### config.mk
export PLATFORM = sky130hd
export DESIGN_NAME = tcw_front_flat
export DESIGN_NICKNAME = d
export VERILOG_FILES = /design/src/rtl/core/tcw_pkg.sv /design/src/rtl/core/tcw_if.sv /design/src/rtl/core/tcw_front.sv /design/src/flat_wrapper.sv
export SDC_FILE = /design/constraint.sdc
export NUM_CORES = 1
export LEC_CHECK = 0
export ABC_AREA = 0
export ABC_CLOCK_PERIOD_IN_PS = 2070
export BUFFER_PORTS_ARGS = -buffer_cell sky130_fd_sc_hd__buf_2
export CAP_MARGIN = 30
export CORE_MARGIN = 2
export CORE_UTILIZATION = 51
export CTS_CLUSTER_SIZE = 24
export DETAILED_ROUTE_END_ITERATION = 12
export GPL_TIMING_DRIVEN = 1
export MAX_ROUTING_LAYER = met4
export PLACE_DENSITY = 0.82
export SYNTH_ARGS = -nofsm -noshare
export SYNTH_HDL_FRONTEND = slang
export SYNTH_SLANG_ARGS = --single-unit
### constraint.sdc
create_clock -name i_clk -period 2.07 [get_ports i_clk]
set_input_delay 0.414 -clock i_clk [delete_from_list [all_inputs] [get_ports i_clk]]
set_output_delay 0.414 -clock i_clk [all_outputs]
set_load 0.03 [all_outputs]
### src/rtl/core/tcw_pkg.sv
// Shared constants, types and command encoding for the text console writer.
// No dependencies; every other file of the block imports this package.
package tcw_pkg;

    localparam int ROWS   = 25;
    localparam int COLS   = 80;
    localparam int CELLS  = ROWS * COLS;
    localparam int ADDR_W = $clog2(CELLS);
    localparam int ROW_W  = 5;
    localparam int COL_W  = 7;
    localparam int CELL_W = 16;
    localparam int BYTE_W = 8;

    localparam logic [BYTE_W-1:0] BLANK_CHAR  = 8'h20;
    localparam logic [BYTE_W-1:0] RESET_COLOR = 8'd15;
    localparam int               QUEUE_DEPTH = 2;
    localparam int               QPTR_W      = $clog2(QUEUE_DEPTH);

    typedef enum logic [1:0] {
        OP_WRITE   = 2'd0,
        OP_NEWLINE = 2'd1,
        OP_CLEAR   = 2'd2,
        OP_READ    = 2'd3
    } t_op;

    typedef enum logic [2:0] {
        S_INIT,
        S_IDLE,
        S_READ,
        S_FILL,
        S_SCROLL
    } t_state;

    typedef struct packed {
        t_op               op;
        logic [BYTE_W-1:0] char_code;
        logic [BYTE_W-1:0] color;
        logic [ROW_W-1:0]  read_row;
        logic [COL_W-1:0]  read_col;
        logic              read_ok;
    } t_cmd;

    typedef struct packed {
        logic valid;
        t_cmd cmd;
    } t_queue_head;

endpackage

### src/rtl/core/tcw_if.sv
// Channel interfaces of the text console writer: request, result and fill color.
// Depends on tcw_pkg for the field widths.
interface tcw_req_if import tcw_pkg::*; ();
    logic              valid;
    logic              ready;
    logic [1:0]        req_type;
    logic [BYTE_W-1:0] char_code;
    logic [BYTE_W-1:0] color;
    logic [ROW_W-1:0]  read_row;
    logic [COL_W-1:0]  read_col;

    modport source (output valid, req_type, char_code, color, read_row, read_col,
                    input ready);
    modport sink   (input valid, req_type, char_code, color, read_row, read_col,
                    output ready);
endinterface


### src/rtl/core/tcw_front.sv
// Front end: accepts requests, decodes them into commands and holds them in a
// two-entry queue for the back end. Depends on tcw_pkg and tcw_if.
module tcw_front import tcw_pkg::*; (
    input  logic        i_clk,
    input  logic        i_rst_n,
    tcw_req_if.sink     i_req,
    input  logic        i_init_busy,
    input  logic        i_pop,
    output t_queue_head o_head
);

    t_cmd                r_q [QUEUE_DEPTH];
    logic [QPTR_W-1:0]   r_wr_ptr;
    logic [QPTR_W-1:0]   r_rd_ptr;
    logic [QPTR_W:0]     r_count;
    logic [QPTR_W-1:0]   n_wr_ptr;
    logic [QPTR_W-1:0]   n_rd_ptr;
    logic [QPTR_W:0]     n_count;
    logic                push;
    logic                pop;
    t_cmd                dec;

    always_comb begin
        dec.op        = t_op'(i_req.req_type);
        dec.char_code = i_req.char_code;
        dec.color     = i_req.color;
        dec.read_row  = i_req.read_row;
        dec.read_col  = i_req.read_col;
        dec.read_ok   = (32'(i_req.read_row) < 32'(ROWS)) &&
                        (32'(i_req.read_col) < 32'(COLS));
    end

    assign i_req.ready = (r_count != (QPTR_W+1)'(QUEUE_DEPTH)) && !i_init_busy;
    assign push        = i_req.valid && i_req.ready;
    assign pop         = i_pop && (r_count != '0);

    assign o_head.valid = (r_count != '0);
    assign o_head.cmd   = r_q[r_rd_ptr];

    always_comb begin
        n_wr_ptr = push ? r_wr_ptr + 1'b1 : r_wr_ptr;
        n_rd_ptr = pop ? r_rd_ptr + 1'b1 : r_rd_ptr;
        n_count  = r_count + (QPTR_W+1)'(push) - (QPTR_W+1)'(pop);
    end

    always_ff @(posedge i_clk) begin
        if (!i_rst_n) begin
            r_wr_ptr <= '0;
            r_rd_ptr <= '0;
            r_count  <= '0;
        end else begin
            r_wr_ptr <= n_wr_ptr;
            r_rd_ptr <= n_rd_ptr;
            r_count  <= n_count;
        end
    end

    always_ff @(posedge i_clk) begin
        if (push) begin
            r_q[r_wr_ptr] <= dec;
        end
    end

endmodule

### src/flat_wrapper.sv
// flat-port wrapper written by rule: the top's interface ports become plain ports
module tcw_front_flat import tcw_pkg::*;
  (i_clk, i_rst_n, i_init_busy, i_pop, o_head, i_req_valid, i_req_req_type, i_req_char_code, i_req_color, i_req_read_row, i_req_read_col, i_req_ready);
  tcw_req_if i_req_i ();
  input  logic i_clk;
  input  logic i_rst_n;
  input  logic i_init_busy;
  input  logic i_pop;
  output t_queue_head o_head;
  input wire logic [$bits(i_req_i.valid)-1:0] i_req_valid;
  input wire logic [$bits(i_req_i.req_type)-1:0] i_req_req_type;
  input wire logic [$bits(i_req_i.char_code)-1:0] i_req_char_code;
  input wire logic [$bits(i_req_i.color)-1:0] i_req_color;
  input wire logic [$bits(i_req_i.read_row)-1:0] i_req_read_row;
  input wire logic [$bits(i_req_i.read_col)-1:0] i_req_read_col;
  output wire logic [$bits(i_req_i.ready)-1:0] i_req_ready;
  assign i_req_i.valid = i_req_valid;
  assign i_req_i.req_type = i_req_req_type;
  assign i_req_i.char_code = i_req_char_code;
  assign i_req_i.color = i_req_color;
  assign i_req_i.read_row = i_req_read_row;
  assign i_req_i.read_col = i_req_read_col;
  assign i_req_ready = i_req_i.ready;
  tcw_front u_core (.i_clk(i_clk), .i_rst_n(i_rst_n), .i_req(i_req_i), .i_init_busy(i_init_busy), .i_pop(i_pop), .o_head(o_head));
endmodule
# ---- After elaboration in Yosys (flattened, before gate mapping)
# Memory sizes are Yosys's and may differ from the RTL's. A register that Yosys moved wholly into a read port is not among the register bits.
# Index checks and enable logic that the tools add are counted.
# Widths: inputs -> output; s select.
dict set report classes {
  n_eq_ne 1
  n_reduce_logical 6
  n_lt_le_gt_ge 2
  addsub 4
  mux 4
}
# op n
set ops {}
lappend ops {{$lt 7x7->1 const B} 1}
lappend ops {{$lt 5x5->1 const B} 1}
lappend ops {{$logic_and 1x1->1} 4}
lappend ops {{$mux 1} 4}
lappend ops {{$add 1x1->1 const B} 2}
lappend ops {{$add 2x1->2} 1}
lappend ops {{$ne 2x2->1 const B} 1}
lappend ops {{$reduce_bool 2->1} 1}
lappend ops {{$sub 2x1->2} 1}
lappend ops {{$logic_not 1->1} 1}
dict set report word_totals {
  ff_bits 4
  out_inout_bits 33
  memories 1
  inputBits 35
  ramBits 62
  word_cells 21
}
# name depth width rd rd_clocked_by_memory_dff write_ports line_no
set memory_table {}
lappend memory_table {u_core.r_q 2 31 1 1 1 tcw_front.sv:12} ;# t_cmd r_q [QUEUE_DEPTH];

# ---- Longest topological paths before layout
dict set report depth {
  ltp_word 5
  ltp_mapped 7
  depth_no_buf 7
}

# ---- Worst setup path after synthesis
# Ideal clock, no wire load.
dict set report synth_path {
  path_kind {register -> register}
  start {register u_core.r_count[1]}
  end {memory u_core.r_q[1][0] (netlist name) (enable)}
  stages_incl_launch_ff 4
  setup_ns 0.374
  arrival_ns 1.182
  slack_ns 0.514
  t_required_ns 1.696
  synth_period_minus_slack_ns 1.556
  path_buffers 0
  path_cell_list {dfxtp_1 -> nor2b_4 -> nor3b_4 -> and2_2}
}
dict set report synth_between {
  elab_chain_len 5
}
# element line_no
set synth_rtl {}
lappend synth_rtl {{start, declared} tcw_front.sv:15} ;# logic [QPTR_W:0] r_count;
lappend synth_rtl {{start signal, assigned} tcw_front.sv:54} ;# r_count <= n_count;
lappend synth_rtl {{$ne 2x2->1} tcw_front.sv:33} ;# assign i_req.ready = (r_count != (QPTR_W+1)'(QUEUE_DEPTH)) && !i_init_busy;
lappend synth_rtl {{$logic_and 1x1->1} tcw_front.sv:33}
lappend synth_rtl {{$logic_and 1x1->1} tcw_front.sv:34} ;# assign push = i_req.valid && i_req.ready;
lappend synth_rtl {{$mux 1} tcw_front.sv:59} ;# if (push) begin
lappend synth_rtl {{$mux 1 (not written as such)} tcw_front.sv:60} ;# r_q[r_wr_ptr] <= dec;
lappend synth_rtl {{end, declared} tcw_front.sv:12}
# No other way between the ends.

==> flow_summary.toml <==
[sta]
hold_viol_final = 0
max_slew_margin_pct = 82.3
period_minus_slack_ns = 1.93
drv_slew = 0
fin_crit_sh_pct = 93.4
setup_tns_ns = 0
tightest_slew_ns = 0.263
finClkSkew_ns = 0.00369
grt_setup_unrepaired = "false"
setup_viol = 0
hold-worst-slack_ns = 0.269
fmax_mhz = 517

[min_path]
holdCritPathClass = "in -> reg"
worstHoldPathCells = 1

[worst_setup_path]
path_class = "reg -> out"
crit_cells = 3
critPathSlowestCell = "mux2_2"
cp.buffers_inverters = 2
crit_fanout = 24
cp-start-kind = "flip-flop"
cp.required_ns = 1.66
rr_worst_depth = 7
worst_ep_arrival_time_ns = 1.52
crit_path_end_kind = "primary output"
critPathTopFamily = "buffers and inverters"
crit_chain = "buf_6, mux2_2, buf_2"
critPathMaxStageDelay_ns = 0.39

[global_routing]
use_met3_pct = 7.32
gr-usage-met2_pct = 23.5
grt-ovfl-total = 0
grt_pass1_vias = 1346
antenna_found_initial = 0
grt_pass1_wl_microns = 6240
grt_start_max_net_pins = 25
gr-usage-met1_pct = 21.2
grt.total_usage_pct = 17.0
grt-busiest-layer = "met2"

[layout]
diodes = 0
instances_no_fill = 278
syn2layout_area_growth_pct = 25.9
drive_above_1_share_pct = 57.8
nets = 243

[detailed_routing]
routed_wl_microns = 4080
vias_per_cell = 4.79
dr.pass1.iters = 4
drt_iter0_drc = 87
vias = 1331
drcViolationCount = 0
drt.antenna.violating_nets = 0
routedWlPerCell_microns = 14.7

[floorplanning]
dieArea_sq_um = 5530
initial_core_util_pct = 53.1
core-area_sq_um = 4750
io_pins = 68
rows = 25
die_h_microns = 74.3
die_w_microns = 74.3

[power]
ir_drop_v = 0.000599
power_density_nw_per_um2 = 1190
static-leakage-power_uw = 0.00120

[place]
dp.cells = 262
gp_congestion = 0.692
io_buffers = 67
place_hpwl_microns = 2780

[outcome]
status = "completed"

[clocking]
cts_max_level = 3
cts.sinks = 67
root_buffer = "clkbuf_8"
clkTransAtPathRegs_ns = 0.07
cts_buffers = 9
clock_latency_ns = 0.33
postCtsSetupBuffers = 0
clock_tree.buffer_depth = 2
cts_tree = "built"

[job]
maxCapViolations = 0

[synth]
syn_area_sq_um = 2520
yosys.cell_types.count = 21
yosysSeqAreaShare_pct = 77.7
postSynthAreaPerCell_sq_um = 20.2
synth_fp_nets = 162
ys_warn_count = 0
ys_ff_latch = 67
synth_cells = 125
==> metrics by stage <==
stage | worst slack (ns) | cell area (sq um) | utilization (%) | power, uW
2_1_floorplan | 0.514 | 2520 | - | 2420
3_3_place_gp | 0.438 | 2970 | 62.4 | 2670
3_5_place_dp | 0.408 | 2970 | 62.4 | 2680
4_1_cts | 0.0528 | 3170 | 66.7 | 3810
5_1_grt | 0.0657 | 3180 | 66.8 | 3930
6_report | 0.137 | 3180 | 66.8 | 3770
==> kinds of logic after synthesis <==
logic type               share of synthesized area, %
flip-flops                                       77.7
multiplexers                                     14.2
AND/OR/NAND/NOR                                  3.97
buffers and inverters                            1.19
AO/OA/AOI/OAI                                   0.843
XOR/XNOR                                         1.04
adder cells (fa/ha/maj)                         0.991
==> registers in the layout, indices dropped and copies added, names as in the netlist, named ones only <==
register / flops
u_core.r_wr_ptr: 1
u_core.r_q: 62
u_core.r_rd_ptr: 1
u_core.r_count: 2
==> cells in the mapped netlist <==
cell type	instances	share of area (%)
o21ai_0	1	0.20
and2_1	3	0.74
ha_1	2	0.99
and2b_2	1	0.35
nor2b_1	2	0.50
nand2b_1	1	0.25
nand2_1	1	0.15
or2_2	1	0.25
edfxtp_1	62	74
nor2_1	1	0.15
inv_1	2	0.30
dfxtp_1	5	4.0
o21a_1	1	0.30
buf_4	3	0.89
nor2b_4	1	0.55
mux2i_1	1	0.40
o311ai_0	1	0.35
mux2_2	31	14
xnor2_1	3	1.0
and2_2	1	0.30
nor3b_4	1	0.74
==> cell usage in the layout, fill, tap and decap left out, types with 3 or more instances in the layout <==
master	Yosys	final
mux2_2	31	31
xnor2_1	3	3
buf_4	3	5
edfxtp_1	62	62
dfxtp_1	5	5
buf_2	0	67
clkbuf_8	0	9
and2_1	3	3
==> path summary, 6_finish.rpt <==
check	startpoint	to	slack [ns]
hold reg to reg	u_core.r_wr_ptr	u_core.r_wr_ptr	0.49
setup reg to reg	u_core.r_count[1]	u_core.r_count[1]	0.50
setup / recovery	flip-flop	o_head[11]	0.14
hold / removal	i_req_req_type[0]	u_core.r_q[1][29]	0.27
==> layout make-up <==
cell class / count / area, sq um
flip-flops and latches: 67 / 1960
inverters: 2 / 7.51
clock buffers: 10 / 128
multi-input cells: 53 / 532
repair buffers: 73 / 384
fillers: 373 / 1580
clock inverters: 6 / 80.1
well taps: 67 / 83.8
==> timing repair <==
action / CTS / global route
hold buffers: 0 / 0
gates resized for setup: 0 / 1
setup endpoints to repair: 0 / 1
==> power by group <==
| part | switching [uW] | internal (uW) |
|---|---|---|
| registers | 42.0 | 1600 |
| logic | 617 | 397 |
| clock network | 453 | 668 |
==> worst reg2reg max path, cell delays in order, from the launching register on <==
cell and delay (ns):
dfxtp_1 0.34, o21a_1 0.22, ha_1 0.28, inv_1 0.04, ha_1 0.19, xnor2_1 0.13, xnor2_1 0.12, and2_1 0.15
==> routing by layer <==
metal	wire length, microns	up-vias
met5	0	-
met4	88	0
met3	307	9
met2	1880	48
met1	1800	634
li1	-	640
Note: power is estimated with default switching activity, not from simulation.
